### config.mk
export PLATFORM = sky130hd
export DESIGN_NAME = char_lcd_nibble_interface_core
export DESIGN_NICKNAME = d
export VERILOG_FILES = /design/src/hw/rtl/lcd4_pkg.sv /design/src/hw/rtl/lcd4_cfg.sv /design/src/hw/rtl/char_lcd_nibble_interface_core.sv
export SDC_FILE = /design/constraint.sdc
export NUM_CORES = 1
export LEC_CHECK = 0
export ABC_AREA = 1
export BUFFER_PORTS_ARGS = -buffer_cell sky130_fd_sc_hd__buf_4
export CORE_MARGIN = 2
export CORE_UTILIZATION = 63
export DETAILED_ROUTE_END_ITERATION = 8
export PLACE_DENSITY_LB_ADDON = 0.25
export SETUP_SLACK_MARGIN = 0.4
export SYNTH_ARGS = -nofsm -noshare
export SYNTH_HDL_FRONTEND = slang
export SYNTH_HIERARCHICAL = 1
export SYNTH_SLANG_ARGS = --single-unit
### constraint.sdc
create_clock -name clk_i -period 5.2 [get_ports clk_i]
set_input_delay 0.26 -clock clk_i [delete_from_list [all_inputs] [get_ports clk_i]]
set_output_delay 0.26 -clock clk_i [all_outputs]
set_load 0.01 [all_outputs]
### src/hw/rtl/lcd4_pkg.sv
// ----------------------------------------------------------------------------
// Character LCD nibble interface: package
// Request codes, register indexes, reset values and shared types.
// ----------------------------------------------------------------------------
package lcd4_pkg;

  localparam int unsigned DelayBits = 16;
  localparam logic [31:0] DelayMax  = 32'((64'd1 << DelayBits) - 64'd1);

  typedef logic [DelayBits-1:0] delay_t;

  typedef enum logic [2:0] {
    KIND_TICK   = 3'd0,
    KIND_CMD    = 3'd1,
    KIND_DATA   = 3'd2,
    KIND_CURSOR = 3'd3,
    KIND_CLEAR  = 3'd4,
    KIND_INIT   = 3'd5
  } kind_e;

  localparam logic [2:0] RegPulseWidth  = 3'd0;
  localparam logic [2:0] RegCommandWait = 3'd1;
  localparam logic [2:0] RegInitGap     = 3'd2;
  localparam logic [2:0] RegPowerupWait = 3'd3;
  localparam logic [2:0] RegClearWait   = 3'd4;
  localparam logic [2:0] RegFunctionSet = 3'd5;
  localparam logic [2:0] RegDisplayCtl  = 3'd6;
  localparam logic [2:0] RegEntryMode   = 3'd7;

  localparam logic [7:0]  RstPulseWidth  = 8'd1;
  localparam logic [15:0] RstCommandWait = 16'd100;
  localparam logic [15:0] RstInitGap     = 16'd5000;
  localparam logic [15:0] RstPowerupWait = 16'd50000;
  localparam logic [15:0] RstClearWait   = 16'd2000;
  localparam logic [7:0]  RstFunctionSet = 8'h28;
  localparam logic [7:0]  RstDisplayCtl  = 8'h0C;
  localparam logic [7:0]  RstEntryMode   = 8'h06;

  localparam logic [7:0] CmdClear     = 8'h01;
  localparam logic [7:0] CmdSetDdram  = 8'h80;
  localparam logic [3:0] NibbleSync   = 4'h3;
  localparam logic [3:0] NibbleBus4   = 4'h2;

  typedef struct packed {
    logic [7:0]  pulse_width;
    logic [15:0] command_wait;
    logic [15:0] init_gap;
    logic [15:0] powerup_wait;
    logic [15:0] clear_wait;
    logic [7:0]  function_set;
    logic [7:0]  display_control;
    logic [7:0]  entry_mode;
  } cfg_t;

  function automatic logic [6:0] row_offset(input logic [1:0] row);
    logic [6:0] off;
    case (row)
      2'd0: off = 7'h00;
      2'd1: off = 7'h40;
      2'd2: off = 7'h14;
      2'd3: off = 7'h54;
      default: off = 7'h00;
    endcase
    return off;
  endfunction

  function automatic delay_t sat_delay(input logic [15:0] d);
    logic [31:0] w;
    w = 32'(d);
    if (w > DelayMax) begin
      return delay_t'(DelayMax);
    end
    return delay_t'(w);
  endfunction

endpackage

### src/hw/rtl/lcd4_cfg.sv
// ----------------------------------------------------------------------------
// Character LCD nibble interface: configuration registers
// Timing and init words, written by index and loaded with defaults at reset.
// ----------------------------------------------------------------------------
module lcd4_cfg import lcd4_pkg::*; (
  input  logic        clk_i,
  input  logic        rst_ni,
  input  logic        cfg_we_i,
  input  logic [2:0]  cfg_idx_i,
  input  logic [15:0] cfg_wdata_i,
  output cfg_t        cfg_o
);

  cfg_t cfg_q, cfg_d;

  always_comb begin
    cfg_d = cfg_q;
    if (cfg_we_i) begin
      case (cfg_idx_i)
        RegPulseWidth:  cfg_d.pulse_width     = cfg_wdata_i[7:0];
        RegCommandWait: cfg_d.command_wait    = cfg_wdata_i;
        RegInitGap:     cfg_d.init_gap        = cfg_wdata_i;
        RegPowerupWait: cfg_d.powerup_wait    = cfg_wdata_i;
        RegClearWait:   cfg_d.clear_wait      = cfg_wdata_i;
        RegFunctionSet: cfg_d.function_set    = cfg_wdata_i[7:0];
        RegDisplayCtl:  cfg_d.display_control = cfg_wdata_i[7:0];
        RegEntryMode:   cfg_d.entry_mode      = cfg_wdata_i[7:0];
        default:        cfg_d = cfg_q;
      endcase
    end
  end

  always_ff @(posedge clk_i or negedge rst_ni) begin
    if (!rst_ni) begin
      cfg_q.pulse_width     <= RstPulseWidth;
      cfg_q.command_wait    <= RstCommandWait;
      cfg_q.init_gap        <= RstInitGap;
      cfg_q.powerup_wait    <= RstPowerupWait;
      cfg_q.clear_wait      <= RstClearWait;
      cfg_q.function_set    <= RstFunctionSet;
      cfg_q.display_control <= RstDisplayCtl;
      cfg_q.entry_mode      <= RstEntryMode;
    end else begin
      cfg_q <= cfg_d;
    end
  end

  assign cfg_o = cfg_q;

endmodule

### src/hw/rtl/char_lcd_nibble_interface_core.sv
// ----------------------------------------------------------------------------
// Character LCD nibble interface core
// Sequences commands, characters, cursor moves, clears and the power-up init
// onto a 4-bit LCD bus, timed by one-microsecond tick items.
//
//   channel  direction  handshake               payload
//   in       input      in_valid_i/in_stall_o   kind, byte_value, column, row
//   out      output     out_valid_o/out_stall_i rs, enable, nibble, busy, reject
//   cfg      input      cfg_we_i                cfg_idx_i, cfg_wdata_i
//
// One item is accepted per cycle while the input side is not stalled; its result is presented
// once the input register has passed it to the result register.
// Reset returns the sequencer to idle and loads the default timing.
// A held result stalls the input side only once the input register is full.
// ----------------------------------------------------------------------------
module char_lcd_nibble_interface_core import lcd4_pkg::*; (
  input  logic        clk_i,
  input  logic        rst_ni,
  input  logic        in_valid_i,
  output logic        in_stall_o,
  input  logic [2:0]  kind_i,
  input  logic [7:0]  byte_value_i,
  input  logic [5:0]  column_i,
  input  logic [1:0]  row_i,
  output logic        out_valid_o,
  input  logic        out_stall_i,
  output logic        rs_line_o,
  output logic        enable_line_o,
  output logic [3:0]  data_nibble_o,
  output logic        busy_res_o,
  output logic        rejected_o,
  input  logic        cfg_we_i,
  input  logic [2:0]  cfg_idx_i,
  input  logic [15:0] cfg_wdata_i
);

  typedef enum logic [3:0] {
    PH_IDLE       = 4'd0,
    PH_POWERUP    = 4'd1,
    PH_EN_LOW1    = 4'd2,
    PH_EN_HIGH    = 4'd3,
    PH_EN_LOW2    = 4'd4,
    PH_CMD_WAIT   = 4'd5,
    PH_INIT_GAP   = 4'd6,
    PH_CLEAR_WAIT = 4'd7
  } phase_e;

  localparam logic [3:0] StepNone    = 4'd0;
  localparam logic [3:0] StepPowerup = 4'd1;
  localparam logic [3:0] StepSyncA   = 4'd2;
  localparam logic [3:0] StepSyncB   = 4'd3;
  localparam logic [3:0] StepSyncC   = 4'd4;
  localparam logic [3:0] StepBus4    = 4'd5;
  localparam logic [3:0] StepFuncSet = 4'd6;
  localparam logic [3:0] StepDispCtl = 4'd7;
  localparam logic [3:0] StepEntry   = 4'd8;
  localparam logic [3:0] StepClear   = 4'd9;

  typedef struct packed {
    phase_e     phase;
    delay_t     delay;
    logic [7:0] byte_latch;
    logic       sel;
    logic       second;
    logic [3:0] step;
    logic       clr;
    logic       en;
    logic [3:0] data;
  } seq_t;

  cfg_t cfg;

  lcd4_cfg u_cfg (
    .clk_i       (clk_i),
    .rst_ni      (rst_ni),
    .cfg_we_i    (cfg_we_i),
    .cfg_idx_i   (cfg_idx_i),
    .cfg_wdata_i (cfg_wdata_i),
    .cfg_o       (cfg)
  );

  function automatic delay_t pulse_len(input cfg_t c);
    return (c.pulse_width == 8'd0) ? delay_t'(1) : sat_delay(16'(c.pulse_width));
  endfunction

  function automatic seq_t start_nibble(input seq_t s, input logic [3:0] n, input cfg_t c);
    seq_t r;
    r       = s;
    r.data  = n;
    r.en    = 1'b0;
    r.phase = PH_EN_LOW1;
    r.delay = pulse_len(c);
    return r;
  endfunction

  function automatic seq_t start_byte(input seq_t s, input logic [7:0] b, input logic rs,
                                      input cfg_t c);
    seq_t r;
    r            = s;
    r.byte_latch = b;
    r.sel        = rs;
    r.second     = 1'b0;
    return start_nibble(r, b[7:4], c);
  endfunction

  function automatic seq_t begin_step(input seq_t s, input cfg_t c);
    seq_t r;
    r = s;
    case (s.step)
      StepPowerup: begin
        r.phase = PH_POWERUP;
        r.delay = sat_delay(c.powerup_wait);
      end
      StepSyncA, StepSyncB, StepSyncC: begin
        r.sel = 1'b0;
        r     = start_nibble(r, NibbleSync, c);
      end
      StepBus4: begin
        r.sel = 1'b0;
        r     = start_nibble(r, NibbleBus4, c);
      end
      StepFuncSet: r = start_byte(r, c.function_set, 1'b0, c);
      StepDispCtl: r = start_byte(r, c.display_control, 1'b0, c);
      StepEntry:   r = start_byte(r, c.entry_mode, 1'b0, c);
      StepClear: begin
        r     = start_byte(r, CmdClear, 1'b0, c);
        r.clr = 1'b1;
      end
      default: begin
        r.step  = StepNone;
        r.phase = PH_IDLE;
        r.delay = '0;
      end
    endcase
    return r;
  endfunction

  function automatic seq_t next_step(input seq_t s, input cfg_t c);
    seq_t r;
    r = s;
    if (s.step == StepNone) begin
      r.phase = PH_IDLE;
      r.delay = '0;
    end else begin
      r.step = s.step + 4'd1;
      r      = begin_step(r, c);
    end
    return r;
  endfunction

  function automatic seq_t nibble_done(input seq_t s, input cfg_t c);
    seq_t r;
    logic byte_mode;
    r         = s;
    byte_mode = (s.step == StepNone) || (s.step >= StepFuncSet);
    if (byte_mode && !s.second) begin
      r.second = 1'b1;
      r        = start_nibble(r, s.byte_latch[3:0], c);
    end else if (s.step >= StepSyncA && s.step <= StepSyncC) begin
      r.phase = PH_INIT_GAP;
      r.delay = sat_delay(c.init_gap);
    end else if (s.clr) begin
      r.clr   = 1'b0;
      r.phase = PH_CLEAR_WAIT;
      r.delay = sat_delay(c.clear_wait);
    end else begin
      r = next_step(r, c);
    end
    return r;
  endfunction

  function automatic seq_t end_phase(input seq_t s, input cfg_t c);
    seq_t r;
    r = s;
    case (s.phase)
      PH_EN_LOW1: begin
        r.en    = 1'b1;
        r.phase = PH_EN_HIGH;
        r.delay = pulse_len(c);
      end
      PH_EN_HIGH: begin
        r.en    = 1'b0;
        r.phase = PH_EN_LOW2;
        r.delay = pulse_len(c);
      end
      PH_EN_LOW2: begin
        r.phase = PH_CMD_WAIT;
        r.delay = (c.command_wait == 16'd0) ? delay_t'(1) : sat_delay(c.command_wait);
      end
      PH_CMD_WAIT: r = nibble_done(s, c);
      PH_POWERUP, PH_INIT_GAP, PH_CLEAR_WAIT: r = next_step(s, c);
      default: begin
        r.phase = PH_IDLE;
        r.delay = '0;
      end
    endcase
    return r;
  endfunction

  // Input register.
  logic       in_vld_q;
  logic [2:0] kind_q;
  logic [7:0] byte_q;
  logic [5:0] col_q;
  logic [1:0] row_q;

  // Sequencer state and result register.
  seq_t       st_q, st_d;
  logic       out_vld_q;
  logic       rs_q, en_q, busy_q, rej_q;
  logic [3:0] nib_q;
  logic       rej_d;

  logic advance, accept_in;

  assign advance    = in_vld_q && (!out_vld_q || !out_stall_i);
  assign in_stall_o = in_vld_q && !advance;
  assign accept_in  = in_valid_i && !in_stall_o;

  always_comb begin
    logic [6:0] addr;
    st_d  = st_q;
    rej_d = 1'b0;
    addr  = 7'(col_q) + row_offset(row_q);
    case (kind_q)
      KIND_TICK: begin
        if (st_d.phase != PH_IDLE && st_d.delay != '0) begin
          st_d.delay = st_d.delay - delay_t'(1);
        end
      end
      KIND_CMD, KIND_DATA, KIND_CURSOR, KIND_CLEAR, KIND_INIT: begin
        if (st_q.phase != PH_IDLE) begin
          rej_d = 1'b1;
        end else begin
          st_d.step = StepNone;
          st_d.clr  = 1'b0;
          case (kind_q)
            KIND_CMD:    st_d = start_byte(st_d, byte_q, 1'b0, cfg);
            KIND_DATA:   st_d = start_byte(st_d, byte_q, 1'b1, cfg);
            KIND_CURSOR: st_d = start_byte(st_d, CmdSetDdram | {1'b0, addr}, 1'b0, cfg);
            KIND_CLEAR: begin
              st_d     = start_byte(st_d, CmdClear, 1'b0, cfg);
              st_d.clr = 1'b1;
            end
            default: begin
              st_d.step = StepPowerup;
              st_d      = begin_step(st_d, cfg);
            end
          endcase
        end
      end
      default: st_d = st_q;
    endcase
    // Zero-length waits fall through; at most two phase ends chain per item.
    for (int i = 0; i < 2; i++) begin
      if (st_d.phase != PH_IDLE && st_d.delay == '0) begin
        st_d = end_phase(st_d, cfg);
      end
    end
  end

  always_ff @(posedge clk_i) begin
    if (accept_in) begin
      kind_q <= kind_i;
      byte_q <= byte_value_i;
      col_q  <= column_i;
      row_q  <= row_i;
    end
  end

  always_ff @(posedge clk_i or negedge rst_ni) begin
    if (!rst_ni) begin
      in_vld_q  <= 1'b0;
      out_vld_q <= 1'b0;
      st_q      <= '{phase: PH_IDLE, default: '0};
      rs_q      <= 1'b0;
      en_q      <= 1'b0;
      nib_q     <= 4'd0;
      busy_q    <= 1'b0;
      rej_q     <= 1'b0;
    end else begin
      if (accept_in) begin
        in_vld_q <= 1'b1;
      end else if (advance) begin
        in_vld_q <= 1'b0;
      end
      if (advance) begin
        st_q      <= st_d;
        out_vld_q <= 1'b1;
        rs_q      <= st_d.sel;
        en_q      <= st_d.en;
        nib_q     <= st_d.data;
        busy_q    <= (st_d.phase != PH_IDLE);
        rej_q     <= rej_d;
      end else if (out_vld_q && !out_stall_i) begin
        out_vld_q <= 1'b0;
      end
    end
  end

  assign out_valid_o   = out_vld_q;
  assign rs_line_o     = rs_q;
  assign enable_line_o = en_q;
  assign data_nibble_o = nib_q;
  assign busy_res_o    = busy_q;
  assign rejected_o    = rej_q;

endmodule

Word level (Yosys, flattened, before mapping)
Cells that the tools add are included.

Register bits: 159. Bits of input ports: 43. Output and inout bits: 10. Logic and storage cells: 192.

Add/subtract/negate cells: 4. $lt $le $gt $ge: 6. Equality and inequality tests: 47. Muxes and demuxes: 55. Reductions and logical operators: 55.

Operators by type and width (count): two-way mux 40 bit (5); case mux 20 bit (5 select lines) (2); two-way mux 20 bit (9); case mux 38 bit (4 select lines) (1); case mux 6 bit (6 select lines) (4); case mux 10 bit (5 select lines) (2); case mux 18 bit (2 select lines) (2); == test 4 x 3 -> 1 bit, second input constant (16); case mux 15 bit (2 select lines) (2); logical NOT 16 bit (3); two-way mux 19 bit (2); two-way mux 18 bit (2); == test 4 x 2 -> 1 bit, second input constant (8); two-way mux 16 bit (2); case mux 16 bit (2 select lines) (1); two-way mux 14 bit (2); case mux 7 bit (4 select lines) (1); == test 3 bit, second input constant (6); OR reduction 9 bit (2); == test 4 x 1 -> 1 bit, second input constant (4); == test 4 bit, second input constant (4); case mux 4 bit (2 select lines) (2); AND reduction 2 bit (8); nonzero test 16 bit (1); other kinds (28) (76).

Longest topological paths before layout
Depth after elaboration: 27. Depth in mapped cells: 35. Depth with buffers taken out: 35.

Cells and area by module
The synthesis kept the hierarchy.

Modules (own cells, without submodules): char_lcd_nibble_interface_core (instances 1, cells each 1453, area an instance 8195.4 um^2, seq. area each 1571.5 um^2); lcd4_cfg (instances 1, cells each 434, area an instance 3827.4 um^2, seq. area each 2436.1 um^2).

Worst setup path after synthesis
Ideal clock, no wire load.

Kind: register -> register. Start point: register st_q[39] (netlist bit). End point: register st_q[31] (netlist bit). Setup time: 0.138 ns. Data arrival time: 3.890 ns. Data required time: 5.062 ns. Path slack: 1.172 ns. Cell stages (with the launch flop): 33. Buffers on the path: 1. Clock period less this slack: 4.028 ns. Cell sequence: dfrtp_1 inv_1 nand2_2 nor2_8 nand2_1 nand2_1 nand2_1 inv_1 ha_1 xor2_4 nor2_1 nand2_1 nand2_1 nor2_4 nand2_1 nand3_1 nand2_1 nand2_1 nand2_2 inv_1 ha_1 inv_1 nor2_2 inv_2 nand3_1 nand2_2 nand2_1 inv_2 buf_4 nand3_1 o211ai_1 o21ai_0 a22oi_1.

Longest elaborated chain between the ends: 23. Elaborated cells on any way between the ends: 94. Those cells by class: add/sub: 2; order compare: 6; eq/ne: 32; mux: 29; reduce/logical: 25.

RTL lines: from (decl) (RTL line char_lcd_nibble_interface_core.sv:208) `seq_t st_q, st_d;`; from (signal assigned) (RTL line char_lcd_nibble_interface_core.sv:288) `st_q <= st_d;`; nonzero test 4 bit (RTL line char_lcd_nibble_interface_core.sv:227, char_lcd_nibble_interface_core.sv:232); two-way mux 40 bit (RTL line char_lcd_nibble_interface_core.sv:232) `if (st_q.phase != PH_IDLE) begin`; two-way mux 20 bit (RTL line char_lcd_nibble_interface_core.sv:225) `case (kind_q)`; adder 4 x 1 -> 4 bit (RTL line char_lcd_nibble_interface_core.sv:145) `r.step = s.step + 4'd1;`; == test 4 bit, or another cell as far along (RTL line char_lcd_nibble_interface_core.sv:109) `case (s.step)`; OR reduction 9 bit (no source line); two-way mux 4 bit (RTL line char_lcd_nibble_interface_core.sv:109); two-way mux 20 bit (RTL line char_lcd_nibble_interface_core.sv:141) `if (s.step == StepNone) begin`; [7 not listed]; OR reduction 8 bit (no source line); case mux 18 bit (2 select lines) (RTL line char_lcd_nibble_interface_core.sv:109); two-way mux 18 bit (RTL line char_lcd_nibble_interface_core.sv:141); two-way mux 19 bit (RTL line char_lcd_nibble_interface_core.sv:162) `end else if (s.clr) begin`; two-way mux 19 bit (RTL line char_lcd_nibble_interface_core.sv:159) `end else if (s.step >= StepSyncA && s.step <= StepSyncC) begin`; two-way mux 40 bit (RTL line char_lcd_nibble_interface_core.sv:156) `if (byte_mode && !s.second) begin`; case mux 20 bit (5 select lines) (RTL line char_lcd_nibble_interface_core.sv:175) `case (s.phase)`; two-way mux 40 bit * (RTL line char_lcd_nibble_interface_core.sv:256) `if (st_d.phase != PH_IDLE && st_d.delay == '0) begin`.

Mark *: on every way between the ends. The rest lies on a longest branch, timed or not. A chain may end at the register's enable or synchronous reset.

Final worst setup path
Start point: register kind_q[0]. End point: register st_q[37] (netlist bit).

Longest elaborated chain between the ends: 24. Elaborated cells on any way between the ends: 99. Those cells by class: add/sub: 2; order compare: 6; eq/ne: 37; mux: 29; reduce/logical: 25.

RTL lines: from (decl) (RTL line char_lcd_nibble_interface_core.sv:202) `logic [2:0] kind_q;`; from (signal assigned) (RTL line char_lcd_nibble_interface_core.sv:264) `kind_q <= kind_i;`; == test 3 bit, or another cell as far along (RTL line char_lcd_nibble_interface_core.sv:225, char_lcd_nibble_interface_core.sv:237); case mux 38 bit (4 select lines) (RTL line char_lcd_nibble_interface_core.sv:237) `case (kind_q)`; two-way mux 40 bit (RTL line char_lcd_nibble_interface_core.sv:232); two-way mux 20 bit (RTL line char_lcd_nibble_interface_core.sv:225); adder 4 x 1 -> 4 bit (RTL line char_lcd_nibble_interface_core.sv:145); == test 4 bit, or another cell as far along (RTL line char_lcd_nibble_interface_core.sv:109); OR reduction 9 bit (no source line); two-way mux 4 bit (RTL line char_lcd_nibble_interface_core.sv:109); [8 not listed]; OR reduction 8 bit (no source line); case mux 18 bit (2 select lines) (RTL line char_lcd_nibble_interface_core.sv:109); two-way mux 18 bit (RTL line char_lcd_nibble_interface_core.sv:141); two-way mux 19 bit (RTL line char_lcd_nibble_interface_core.sv:162); two-way mux 19 bit (RTL line char_lcd_nibble_interface_core.sv:159); two-way mux 40 bit (RTL line char_lcd_nibble_interface_core.sv:156); case mux 20 bit (5 select lines) (RTL line char_lcd_nibble_interface_core.sv:175); two-way mux 40 bit * (RTL line char_lcd_nibble_interface_core.sv:256).

Marks and branches as above.

==> impl_metrics.tcl <==
set metrics [dict create \
    status "finished clean" \
    diodes 0 \
    avgSynthCellArea_um2 6.37 \
    slowest_stage "edfxtp_1" \
    htree_levels 4 \
    synth_area_leaders "dfrtp_1, nand2_1, nand3_1" \
    synth_flop_cell "dfrtp_1" \
    dp_cells 2133 \
    slew_viol_final 0 \
    finalHoldWorstSlack_ps 17.9 \
    cts.clk_slew.worst_paths_ps 80 \
    via_count 13800 \
    synth.distinct_cells 62 \
    dp_hpwl_um 31800 \
    drcViolationCount 0 \
    ys_top_cells_by_count "nand2_1, nand3_1, nor2_1" \
    path_class "reg2reg" \
    syn-num-nets 1942 \
    core_area_um2 18700 \
    root_buffer "clkbuf_16" \
    hold_class "in2reg" \
    drtAntennaViolNets 0 \
    slowest_delay_ps 490 \
    cpMostUsedCell "nand2_1" \
    async_flop_share 0.877 \
    cts_max_path_buffers 2 \
    routed_via_density 6.29 \
    clk_latency_ps 460 \
    fin_crit_sh 0.882 \
    wl_per_cell_um 20.1 \
    fin_crit_ps 4580 \
    synth_top_area_share 0.227 \
    leakage_nw 6.68 \
    drive_gt1_frac 0.142 \
    grtUsageTotal 0.438 \
    cap_violations 0 \
    grt_pass1_wl_um 68400 \
    setup_tns_ps 0 \
    crit_required_ps 5580 \
    synth_most_common_cell "nand2_1" \
    routabilityCongestion 1.10 \
    multi_input_area_um2 7140 \
    start_util 0.643 \
    syn_to_final_growth_pct 13.7 \
    relSlewSlack 0.418 \
    yosys_warnings 6 \
    powerDensity_nw_per_um2 484 \
    num-nets-final 2006 \
    dieWidth_um 142 \
    rows 50 \
    rsz0062_at_grt "yes" \
    register_area_um2 4010 \
    critPathLaunchType "flop" \
    final_design_area_no_fill_um2 13700 \
    grt-ovfl-total 0 \
    fin_worst_skew_ps 14.0 \
    ios 53 \
    die_area_um2 20200 \
    grt_max_degree 90 \
    drt_iter0_markers 2102 \
    clock_sinks 155 \
    syn_inst 1887 \
    crit_arrival_ps 4960 \
    cts_buffers 17 \
    dieHeight_um 142 \
    stdcell_count 2198 \
    grt_pass1_vias 12600 \
    cts_tree "built" \
    hold_viol 0 \
    critPathMaxFanout 8 \
    drt_pass1_iterations 9 \
    fmax_mhz 218 \
    synth_edf_count 19 \
    antenna_found_initial 0 \
    synth-seq-cells 155 \
    ys_seq_area_frac 0.333 \
    ir_drop_uv 511 \
    tightest_slew_ps 869 \
    drt_wl_total_um 44200 \
    finalPower_mw 6.61 \
    place_area_um2 12600 \
    synth.largest_area_cell "dfrtp_1" \
    endpoint_kind "flop" \
    synth_area_um2 12000 \
    setup_viol 0 \
    numPortBuffers 52 \
    fill_cells 1550 \
]
==> cell type report <==
class	count	area share
Multi-Input combinational cell	1484	0.522
Sequential cell	155	0.293
Timing Repair Buffer	115	0.0671
Inverter	177	0.0496
Clock buffer	17	0.0311
Tap cell	234	0.0214
Clock inverter	15	0.0148
Timing Repair inverter	1	0.000366
==> cell usage in the layout (no fill, tap or decap), types with 5 or more instances in the layout <==
| master | instances |
|---|---|
| a21oi_1 | 83 |
| clkbuf_16 | 17 |
| nand2_4 | 11 |
| nor2_2 | 11 |
| buf_4 | 94 |
| a31oi_1 | 9 |
| nand2_2 | 23 |
| o21ai_0 | 88 |
| a22oi_1 | 15 |
| dlygate4sd3_1 | 20 |
| dfstp_2 | 27 |
| o22ai_1 | 6 |
| a221oi_1 | 10 |
| inv_1 | 135 |
| edfxtp_1 | 19 |
| nor3_1 | 5 |
| inv_2 | 35 |
| nor4_1 | 5 |
| nand2_1 | 696 |
| nand4_1 | 29 |
| o211ai_1 | 16 |
| ha_1 | 8 |
| clkinv_8 | 6 |
| dfrtp_1 | 109 |
| nand3_1 | 191 |
| nor2_1 | 179 |
| nor2_4 | 9 |
| o21ai_1 | 26 |
==> path summary, 6_finish.rpt <==
check | from | endpoint | slack (ps) | cells past startpoint
worst max-delay path | kind_q[0]$_DFFE_PP_ | st_q[37]$_DFFE_PN0P_ | 620 | 26
worst min-delay path | cfg_wdata_i[14] | u_cfg/cfg_o[54]$_DFFE_PN1P_ | 20 | 3
worst max register to register | kind_q[0]$_DFFE_PP_ | st_q[37]$_DFFE_PN0P_ | 620 | 26
worst min register to register | u_cfg/cfg_o[33]$_DFFE_PN1P_ | u_cfg/cfg_o[33]$_DFFE_PN1P_ | 470 | 2
max in group asynchronous | rst_ni | st_q[20]$_DFFE_PN0P_ | 3540 | 3
min in group asynchronous | rst_ni | u_cfg/cfg_o[22]$_DFFE_PN0P_ | 450 | 2
==> sequential cells by signal, indices dropped and copies added (netlist names), 2 cells and up <==
signal	flops
u_cfg/cfg_o	96
st_q	30
byte_q	8
col_q	6
data_nibble_o	4
kind_q	3
row_q	2
==> through the flow <==
stage | util | worst slack (ps)
2_1_floorplan | - | 1170
3_3_place_gp | 0.673 | 234
3_5_place_dp | 0.673 | 154
4_1_cts | 0.719 | 455
5_1_grt | 0.731 | 324
6_report | 0.731 | 615
==> what timing repair did <==
item,4_1_cts,5_1_grt
pin swaps,0,11
hold buffers,20,0
hold endpoints to repair,89,0
gates resized for setup,5,32
gates cloned,0,1
endpoints found under the setup margin,19,36
buffers inserted,1,11
==> worst max-delay path: cells and delay by family, from the launching register on <==
kind                   cells  cell delay (ps)
buffers and inverters      5              860
DFF                        1              490
and+or+nand+nor           15             2050
AOI/OAI and AO/OA          6             1090
==> logic make-up (layout without fill, tap and decap cells) <==
family / count (synthesis) / after routing / share of synthesized area
AND/OR/NAND/NOR: 1186 / 1186 / 0.427
AO/OA/AOI/OAI: 278 / 278 / 0.134
buffers and inverters: 248 / 325 / 0.0853
flip-flops: 155 / 155 / 0.333
adder cells (fa/ha/maj): 12 / 12 / 0.0125
XOR/XNOR: 5 / 5 / 0.00583
multiplexers: 3 / 3 / 0.00250
==> layer usage <==
metal / share of wire / routed length (um) / vias up / track usage
met5: 0 / 0 / - / 0
li1: - / - / 6296 / -
met4: 0.027 / 1210 / 0 / 0.129
met1: 0.40 / 17600 / 6316 / 0.625
met2: 0.43 / 19000 / 1079 / 0.652
met3: 0.14 / 6390 / 145 / 0.122
==> power by group <==
| part | internal (mW) | switching, mW | total (mW) |
|---|---|---|---|
| clock network | 0.696 | 0.641 | 1.34 |
| logic | 1.04 | 2.34 | 3.38 |
| registers | 1.52 | 0.373 | 1.89 |
| total | 3.26 | 3.35 | 6.61 |
Power figures use the tool's default switching activity.
